**config.mk**
```make
export PLATFORM = sky130hd
export DESIGN_NAME = lrt_divider
export DESIGN_NICKNAME = d
export VERILOG_FILES = /design/src/rtl/core/lrt_divider.sv
export SDC_FILE = /design/constraint.sdc
export NUM_CORES = 1
export LEC_CHECK = 0
export BUFFER_PORTS_ARGS = -buffer_cell sky130_fd_sc_hd__clkbuf_2
export CAP_MARGIN = 10
export CORE_MARGIN = 5
export CORE_UTILIZATION = 47
export CTS_BUF_LIST = sky130_fd_sc_hd__clkbuf_8 sky130_fd_sc_hd__clkbuf_16
export DETAILED_ROUTE_END_ITERATION = 10
export MAX_ROUTING_LAYER = met4
export PLACE_DENSITY_LB_ADDON = 0.15
export SYNTH_ARGS = -nofsm -noshare
export SYNTH_HDL_FRONTEND = slang
export SYNTH_SLANG_ARGS = --single-unit
```
**constraint.sdc**
```tcl
create_clock -name i_clk -period 2.5 [get_ports i_clk]
set_input_delay 0.5 -clock i_clk [delete_from_list [all_inputs] [get_ports i_clk]]
set_output_delay 0.5 -clock i_clk [all_outputs]
set_load 0.03 [all_outputs]
```
**src/rtl/core/lrt_divider.sv**
```systemverilog
// iterative restoring divider, one quotient bit per cycle
`timescale 1ns / 1ps

module lrt_divider #(
    parameter int NW = 43,
    parameter int DW = 11
) (
    input  logic          i_clk,
    input  logic          i_rst_n,
    input  logic          i_start,
    input  logic [NW-1:0] i_dividend,
    input  logic [DW-1:0] i_divisor,
    output logic          o_done,
    output logic [NW-1:0] o_quotient
);

    localparam int CNT_W = $clog2(NW + 1);

    logic             r_busy;
    logic             r_done;
    logic [CNT_W-1:0] r_cnt;
    logic [NW-1:0]    r_quo;
    logic [DW-1:0]    r_rem;
    logic [DW-1:0]    r_div;
    logic [DW:0]      trial;
    logic             fits;

    // trial subtract of the next partial remainder
    always_comb begin
        trial = {r_rem, r_quo[NW-1]};
        fits  = (trial >= {1'b0, r_div});
    end

    // control
    always_ff @(posedge i_clk) begin
        if (!i_rst_n) begin
            r_busy <= 1'b0;
            r_done <= 1'b0;
            r_cnt  <= '0;
        end else begin
            r_done <= 1'b0;
            if (i_start) begin
                r_busy <= 1'b1;
                r_cnt  <= CNT_W'(NW);
            end else if (r_busy) begin
                r_cnt <= r_cnt - 1'b1;
                if (r_cnt == CNT_W'(1)) begin
                    r_busy <= 1'b0;
                    r_done <= 1'b1;
                end
            end
        end
    end

    // datapath
    always_ff @(posedge i_clk) begin
        if (i_start) begin
            r_quo <= i_dividend;
            r_rem <= '0;
            r_div <= i_divisor;
        end else if (r_busy) begin
            r_quo <= {r_quo[NW-2:0], fits};
            r_rem <= fits ? DW'(trial - {1'b0, r_div}) : DW'(trial);
        end
    end

    assign o_done     = r_done;
    assign o_quotient = r_quo;

endmodule

```
==> results.yml <==
status:
  status: "complete, no violations"
min_path:
  hp-start: "i_divisor[0]"
  worstHoldPathType: "input port to flop"
floorplan:
  initial_core_util: 0.476
  core_mm2: 0.00761
  dieHeight_um: 97.8
  boundaryPins: 101
  rows: 32
  dieArea_mm2: 0.00956
  die_w_um: 97.8
sta:
  tightest_slew_ns: 0.629
  setup_violations: 0
  clock_skew_ns: 0.00928
  fmax_ghz: 0.431
  slew_headroom: 0.581
  fin_crit_sh: 0.928
  slew_viol_final: 0
  rsz0062_at_grt: "false"
  setup_ws_ns: 0.180
  final.setup.tns_ns: 0
  hold_viol: 0
  fin_hold_ws_ns: 0.330
  period_minus_slack_ns: 2.32
drt:
  wl_met3_um: 397
  dr.pass1.iters: 4
  wire_per_inst_um: 15.0
  initialDrtViolationCount: 99
  postRouteAntennaNets: 0
  vias: 2503
  met2WireLength_um: 3470
  top_layer: "met4"
  routed_wl_um: 7360
  drc_errors: 0
  wl_met1_um: 3450
  vias_per_cell: 5.11
logic_synthesis:
  synth.distinct_cells: 50
  ys_ff_latch: 73
  synth-async-reset-ratio: 0
  synth_compound_area_frac: 0.102
  avgSynthCellArea_um2: 13.1
  synth_edf_count: 54
  syn_inst: 276
  synth_nets: 347
  synth_top_family_by_area: "multiplexers"
  synth_xor_area_frac: 0.0242
  yosys_most_used_dff: "edfxtp_1"
  synthMuxAreaShare: 0.150
  syn_area_mm2: 0.00362
  synthAdderAreaFrac: 0.0505
  yosys.area_share.simple: 0.0864
  ys_warn_count: 0
  ys_seq_area_frac: 0.553
critical_path:
  crit_buf_inv: 2
  crit_chain: "inv_1 -> ha_1 -> fa_1 -> nor2b_1 -> o31a_1 -> o21ai_2 -> o21ai_4 -> buf_4 -> mux2_2"
  critPathLaunchType: "flop"
  critPathRequiredTime_ns: 2.60
  regToRegStartpoint: "o_quotient[42]"
  crit_path_end_kind: "flop"
  cp_slowest_stage_delay_ns: 0.41
  cp_max_fo: 7
  crit_family: "compound AO/OA/AOI/OAI gates"
  r2r_slack_ns: 0.18
  crit_slowest_cell: "edfxtp_1"
  crit_arrival_ns: 2.42
  setup.worst_path.class: "flop to flop"
  crit_path_start: "o_quotient[42]"
global_routing:
  grt_pass1_wl_um: 12400
  grt_max_degree: 52
  grt_usage: 0.164
  antenna_found_initial: 0
  grt_pass1_vias: 2616
  gr-total-overflow: 0
layout:
  layout.cells.non_filler: 490
  synthToLayoutAreaGrowth_pct: 22.3
  fillerInstances: 663
  seq_area_mm2: 0.00200
  final_cell_area_mm2: 0.00443
  diodes: 0
  multi_input_area_mm2: 0.00150
  final_nets: 454
  layout-drive-gt1-share: 0.446
run:
  maxCapViolCount: 0
cts:
  ctsHoldBuffers: 0
  cts_tree: "yes"
  cts_resized: 0
  cts.clk_slew.worst_paths_ns: 0.08
  clock_latency_ns: 0.35
  clock_path_buffers: 2
  post_cts_buffers: 0
  htreeDepth: 3
  root_buffer: "clkbuf_8"
  clock-sinks: 73
  cts_made_buffers: 9
placement:
  gp_congestion: 0.852
  placed_cell_area_mm2: 0.00425
  pre_cts_slack_ns: 0.193
  numPlacedInstances: 474
  io_buffers: 100
  dp_hpwl_um: 5380
power:
  leakagePower_uw: 0.00187
  powerDensity_mw_per_mm2: 713
  vdd_drop_max_mv: 0.363
-- synthesized netlist by cell type (2+ instances only) --
cell type	number	area [µm²]
nand2b_1	4	25.0
o31ai_1	2	15.0
nor3_1	3	15.0
o22ai_1	2	12.5
a21boi_0	4	30.0
o31a_1	2	17.5
clkbuf_1	6	22.5
nand2_1	12	45.0
o211ai_1	4	30.0
o21a_1	2	15.0
o21ai_0	8	40.0
dfxtp_1	19	380
nor4_1	2	12.5
nand3_1	3	15.0
nor2b_1	3	18.8
ha_1	13	163
edfxtp_1	54	1620
xnor2_1	9	78.8
buf_1	2	7.51
mux2_2	43	484
inv_1	16	60.1
a211oi_1	6	45.0
a311oi_2	2	30.0
mux2i_1	6	60.1
a21oi_1	7	35.0
nor2_1	17	63.8
nor4bb_1	2	20.0
-- per-layer routing --
layer	vias to the layer above	GRT usage
met5	-	-
met3	8	0.0379
li1	1245	-
met4	0	0.0639
met2	69	0.252
met1	1181	0.213
-- kinds of logic after synthesis --
kind of cell,count (synthesis)
DFF,73
and+or+nand+nor,56
muxes,49
xor gates and xnor gates,10
AOI/OAI and AO/OA,46
adders and majority gates,14
buffers and inverters,28
-- report_power, final --
group | internal [µW] | leakage [µW] | total [µW] | switching (µW)
combinational | 317 | 0.00107 | 775 | 459
sequential | 1440 | 0.000697 | 1510 | 69.4
clock | 447 | 0.000103 | 870 | 423
-- worst paths after layout --
path                   endpoint  cells past startpoint
setup / recovery  o_quotient[0]                      9
hold / removal         r_div[0]                      1
setup reg to reg  o_quotient[0]                      9
hold reg to reg        r_rem[4]                      2
-- registers in the layout, summed over array words and instances (netlist names) --
register and cells:
r_busy 1, o_quotient 43, r_div 11, r_cnt 6, r_rem 11, o_done 1
-- worst reg2reg max path: stages, from the launching register on --
cell,delay [ns]
edfxtp_1,0.41
inv_1,0.07
ha_1,0.17
fa_1,0.22
nor2b_1,0.07
o31a_1,0.28
o21ai_2,0.32
o21ai_4,0.08
buf_4,0.19
mux2_2,0.26
-- stage by stage --
stage | util | total power, µW
global route | 0.582 | 3330
detailed placement | 0.558 | 2320
CTS | 0.582 | 3200
finish | 0.582 | 3160
global placement | 0.558 | 2310
floorplan | - | 2110
-- placed cells by master, fill, tap and decap left out, types with 2 or more instances in the layout --
cell type,count
clkbuf_2,100
nand2b_1,4
mux2_2,43
a311oi_2,2
clkinv_2,2
nor4bb_1,2
o21ai_0,8
inv_1,19
buf_4,7
nor2b_1,3
nand2_1,11
o31a_1,2
ha_1,13
a211oi_1,6
xnor2_1,9
o211ai_1,4
nor4_1,2
a21oi_1,7
o21a_1,2
dfxtp_1,19
clkbuf_8,9
o31ai_1,2
mux2i_1,6
edfxtp_1,54
a21boi_0,4
nor3_1,3
nand3_1,3
o22ai_1,2
nor2_1,17
-- layout make-up --
type                       count  share of cell area
timing repair buffer         107               0.125
tap                          102              0.0288
clock inverter                 7              0.0133
clock buffer                   9              0.0280
inverter                      17              0.0144
sequential                    73               0.452
multi-input combinational    175               0.339
Note: power is estimated with default switching activity, not from simulation.
