[config.mk]
export PLATFORM = sky130hd
export DESIGN_NAME = lrt_mul
export DESIGN_NICKNAME = d
export VERILOG_FILES = /design/src/rtl/core/lrt_pkg.sv /design/src/rtl/core/lrt_mul.sv
export SDC_FILE = /design/constraint.sdc
export NUM_CORES = 2
export LEC_CHECK = 0
export BUFFER_PORTS_ARGS = -buffer_cell sky130_fd_sc_hd__buf_2
export CAP_MARGIN = 0
export CORE_MARGIN = 2
export CORE_UTILIZATION = 60
export CTS_CLUSTER_SIZE = 40
export DETAILED_ROUTE_END_ITERATION = 12
export PLACE_DENSITY = 0.82
export SETUP_SLACK_MARGIN = 0.05
export SLEW_MARGIN = 10
export SYNTH_ARGS = -nofsm -noshare
export SYNTH_HDL_FRONTEND = slang
export SYNTH_SLANG_ARGS = --single-unit
[constraint.sdc]
create_clock -name i_clk -period 8.4 [get_ports i_clk]
set_input_delay 0.84 -clock i_clk [delete_from_list [all_inputs] [get_ports i_clk]]
set_output_delay 0.84 -clock i_clk [all_outputs]
set_load 0.02 [all_outputs]
[src/rtl/core/lrt_pkg.sv]
// shared types, constants and table-building functions for the logistic regression trainer
`timescale 1ns / 1ps

package lrt_pkg;

    // fixed field widths
    localparam int FEAT_W   = 16;
    localparam int WEIGHT_W = 32;
    localparam int PROB_W   = 16;
    localparam int NL_W     = 20;
    localparam int ERR_W    = 18;
    localparam int MUL_A_W  = 32;
    localparam int MUL_B_W  = 18;
    localparam int MUL_P_W  = MUL_A_W + MUL_B_W;
    localparam int CFG_IDX_W = 2;
    localparam int CFG_DATA_W = 16;
    localparam int IN_TDATA_W = 24;
    localparam int OUT_TDATA_W = 88;

    // configuration register indexes
    localparam logic [CFG_IDX_W-1:0] CFG_DIMS_IN_USE   = 2'd0;
    localparam logic [CFG_IDX_W-1:0] CFG_LEARNING_RATE = 2'd1;
    localparam logic [CFG_IDX_W-1:0] CFG_MAX_EPOCHS    = 2'd2;

    // register reset values
    localparam logic [3:0]  DIMS_RESET   = 4'd15;
    localparam logic [15:0] RATE_RESET   = 16'd6554;
    localparam logic [15:0] EPOCHS_RESET = 16'd65535;

    // probability limits in Q0.16
    localparam logic [63:0] P_MIN = 64'd7;
    localparam logic [63:0] P_MAX = 64'd65529;
    localparam logic [63:0] ONE_Q32 = 64'h1_0000_0000;

    // one sigmoid table entry
    typedef struct packed {
        logic [NL_W-1:0]   nl_neg;
        logic [NL_W-1:0]   nl_pos;
        logic [PROB_W-1:0] prob;
    } t_sig_entry;

    // sequencer states
    typedef enum logic [4:0] {
        ST_LOAD,
        ST_EPOCH,
        ST_SAMPLE,
        ST_FRD,
        ST_FMUL,
        ST_FACC,
        ST_INDEX,
        ST_LOOKUP,
        ST_ERROR,
        ST_GMUL,
        ST_GACC,
        ST_NEXT,
        ST_CDIV,
        ST_CWAIT,
        ST_GDIV,
        ST_GWAIT,
        ST_UMUL,
        ST_UPDATE,
        ST_CHECK,
        ST_EMIT
    } t_state;

    // elaboration-time long division
    function automatic logic [63:0] udiv64(input logic [63:0] num, input logic [63:0] den);
        logic [63:0] q;
        logic [63:0] r;
        q = '0;
        r = '0;
        for (int b = 63; b >= 0; b--) begin
            r = {r[62:0], num[b]};
            if (r >= den) begin
                r    = r - den;
                q[b] = 1'b1;
            end
        end
        return q;
    endfunction

    // logistic probability at a bin centre, Q0.16, clamped
    function automatic logic [63:0] prob_at(input logic signed [63:0] zc);
        logic [63:0] a;
        logic [63:0] t;
        logic [63:0] s;
        logic [63:0] den;
        logic [63:0] p;
        a = (zc < 0) ? 64'(-zc) : 64'(zc);
        t = a << 12;
        s = ONE_Q32;
        for (int k = 8; k >= 1; k--) begin
            s = ONE_Q32 - udiv64((t * s) >> 32, 64'(k));
        end
        for (int k = 0; k < 4; k++) begin
            if (s > 64'hFFFF_FFFF) begin
                s = 64'hFFFF_FFFF;
            end
            s = (s * s) >> 32;
        end
        den = ONE_Q32 + s;
        p = udiv64((64'd1 << 48) + (den >> 1), den);
        if (zc < 0) begin
            p = 64'd65536 - p;
        end
        if (p < P_MIN) begin
            p = P_MIN;
        end
        if (p > P_MAX) begin
            p = P_MAX;
        end
        return p;
    endfunction

    // -ln(q / 65536) in Q16.16 via binary log2
    function automatic logic [31:0] neg_ln(input logic [63:0] q);
        int unsigned n;
        logic [63:0] x;
        logic [63:0] frac;
        logic [63:0] l2;
        n = 0;
        while (n < 15 && (q >> (n + 1)) != 64'd0) begin
            n++;
        end
        x = q << (30 - n);
        frac = '0;
        for (int i = 0; i < 16; i++) begin
            x = (x * x) >> 30;
            frac = frac << 1;
            if (x >= 64'h8000_0000) begin
                x = x >> 1;
                frac[0] = 1'b1;
            end
        end
        l2 = (64'd16 << 16) - ((64'(n) << 16) + frac);
        return 32'((l2 * 64'd45426 + 64'd32768) >> 16);
    endfunction

    // full table entry for bin i of depth bins over [-8, 8)
    function automatic t_sig_entry sig_entry(input int unsigned i, input int unsigned depth);
        logic [63:0] off;
        logic signed [63:0] zc;
        logic [63:0] p;
        logic [31:0] lp;
        logic [31:0] ln;
        t_sig_entry e;
        off = udiv64((64'(2 * i + 1)) << 19, 64'(depth));
        zc  = $signed(off) - 64'sd524288;
        p   = prob_at(zc);
        lp  = neg_ln(p);
        ln  = neg_ln(64'd65536 - p);
        e.prob   = p[PROB_W-1:0];
        e.nl_pos = lp[NL_W-1:0];
        e.nl_neg = ln[NL_W-1:0];
        return e;
    endfunction

endpackage

[src/rtl/core/lrt_mul.sv]
// shared signed multiplier with registered product
`timescale 1ns / 1ps

module lrt_mul (
    input  logic                                i_clk,
    input  logic signed [lrt_pkg::MUL_A_W-1:0]  i_a,
    input  logic signed [lrt_pkg::MUL_B_W-1:0]  i_b,
    output logic signed [lrt_pkg::MUL_P_W-1:0]  o_p
);

    logic signed [lrt_pkg::MUL_P_W-1:0] r_p;

    // one product per cycle
    always_ff @(posedge i_clk) begin
        r_p <= lrt_pkg::MUL_P_W'(i_a) * lrt_pkg::MUL_P_W'(i_b);
    end

    assign o_p = r_p;

endmodule

==> reports/metrics.cfg <==
[run_status]
status = finished clean

[placement]
place.gp.congestion = 0.881
dp_cells = 2760
hpwl_microns = 41400
io_buffers = 100
postPlaceCellArea_sq_um = 21600

[finish]
syn_to_final_growth_pct = 4.36
drive_gt1_frac = 0.0545
largest_reg_flops = 50
fillCellCount = 2736
final_cells = 2769
final_util = 0.633
final_common_cell = inv_1
layout.nets = 3037
seq_area_sq_um = 1000
fin_area_sq_um = 21800
multi_input_area_sq_um = 17100
most-common-layout-cells = 619 x inv_1, 553 x fa_1, 344 x nand2_1, 231 x and2_1, 121 x ha_1

[synth]
seq_area_frac_synth = 0.0480
syn-num-nets = 3028
yosysWarnings = 0
synth-main-ff-cell = dfxtp_1
synth_edf_count = 0
syn-cell-area_sq_um = 20800
synth_cells = 2303
ys_types = 52
synth_async_sr_flop_share = 0
avgSynthCellArea_sq_um = 9.05
synth_seq_cells = 50

[floorplan]
start_util = 0.607
die_area_sq_um = 36300
die_h_microns = 190
core_sq_um = 34400
ioPinCount = 101
rows = 68
die_w_microns = 190

[clocking]
h-tree-depth = 2
numCtsBuffers = 5
cts-root-buf = clkbuf_16
cts_hold_buffers = 0
cts_max_path_buffers = 2
clk_pin_slew_ps = 80
cts.repair.resized = 0
cts_tree = yes
clkSinkCount = 50
post_cts_buffers = 0

[sta]
maxSlewViolCount = 0
hold_viol = 0
setup_viol = 0
fmax_mhz = 124
min_period_over_period = 0.963
rsz0062_at_grt = false
tns_ps = 0
worst_slew_pin_slew_ps = 1290
min_period_ps = 8090
maxSlewHeadroom = 0.137

[grt]
overflow = 0
grt_usage = 0.304
grt_pass1_vias = 17400
grt_max_degree = 33
grt_pass1_wl_microns = 85600
grt_antenna_before_repair = 1

[route]
firstDrtPassIters = 8
drc = 0
ant_nets = 0
num_vias = 15300
drt_iter0_drc = 989
wl_per_cell_microns = 18.3
routed_wl_microns = 50600
vias_per_cell = 5.53

[setup_path]
arrival_ps = 8310
cp-end-kind = flip-flop
crit_path_max_fanout = 32
crit_path_end = o_p[31]$_DFF_P_
cp.required_ps = 8610
critPathLaunch = i_b[10]
path_class = in -> reg
worstSetupStartpointType = primary input

[min_path]
min_path_type = in -> reg

[flow_run]
cap_viol_max_count = 0

-- routing by layer --
metal  track usage  up-vias  routed length [microns]
met5             0        -                        0
met4         0.159        0                     2830
met3        0.0672      190                     4360
met2         0.521      765                    25200
met1         0.360     7789                    18200
li1              -     6569                        -
-- cell usage after synthesis (all sizes together), types with 3 or more instances --
master | n | area, sq um
dfxtp | 50 | 1000
o21ai | 24 | 128
buf | 5 | 21.3
nor3b | 3 | 22.5
a21o | 22 | 165
o21bai | 8 | 60.1
nand3 | 13 | 65.1
nor2b | 3 | 18.8
and3 | 4 | 25.0
nor2 | 38 | 143
o211ai | 4 | 30.0
fa | 553 | 11100
clkbuf | 102 | 383
and2 | 231 | 1450
nand4 | 7 | 43.8
a21boi | 3 | 22.5
a211o | 3 | 26.3
xor2 | 15 | 131
a21oi | 48 | 240
a31oi | 5 | 31.3
xnor2 | 33 | 289
nand2b | 8 | 50.1
inv | 619 | 2320
nand2 | 344 | 1290
a211oi | 5 | 42.5
nor3 | 8 | 40.0
ha | 121 | 1510
-- critical path, stage by stage --
cell and delay (ps):
buf_2 620, nand2_1 170, fa_1 550, inv_1 50, fa_1 500, inv_1 60
fa_1 540, inv_1 50, fa_1 480, fa_1 500, inv_1 50, fa_1 470
inv_1 40, ha_1 380, a211oi_1 310, nand2_1 120, nor3b_1 1030, a21oi_1 330
a21oi_1 440, o21ai_1 200, a2111oi_0 430, nor3_1 120
-- logic make-up after synthesis --
family,share of synthesized area
adder cells (fa/ha/maj),0.604
flip-flops,0.0480
AND/OR/NAND/NOR,0.154
AO/OA/AOI/OAI,0.0436
XOR/XNOR,0.0202
buffers and inverters,0.131
-- through the flow --
step / setup WS, ps / hold WS, ps
3_5_place_dp: 247 / 1250
6_report: 307 / 967
4_1_cts: 621 / 951
2_1_floorplan: 1790 / 967
3_3_place_gp: 302 / 1260
5_1_grt: 133 / 969
-- layout make-up --
cell class / count / area share
flip-flops and latches: 50 / 0.0460
clock buffers: 5 / 0.00575
multi-input cells: 1526 / 0.787
diodes: 1 / 0.000115
clock inverters: 3 / 0.00219
well taps: 455 / 0.0262
inverters: 620 / 0.107
repair buffers: 109 / 0.0261
-- worst min-delay path by stage --
| stage | startpoint | end | slack, ps | depth (start not counted) |
|---|---|---|---|---|
| after floorplan | i_a[0] | o_p[0]$_DFF_P_ | 970 | 1 |
| after global placement | o_p[30]$_DFF_P_ | o_p[30] | 1260 | 1 |
| after detailed placement | o_p[7]$_DFF_P_ | o_p[7] | 1250 | 1 |
| after CTS | i_a[0] | o_p[0]$_DFF_P_ | 950 | 2 |
| after global routing | i_a[0] | o_p[0]$_DFF_P_ | 970 | 2 |
| final | i_a[0] | o_p[0]$_DFF_P_ | 970 | 2 |
Power is not shown: default switching activity piles up to over one toggle a cycle in this logic, so the estimate is an artifact.
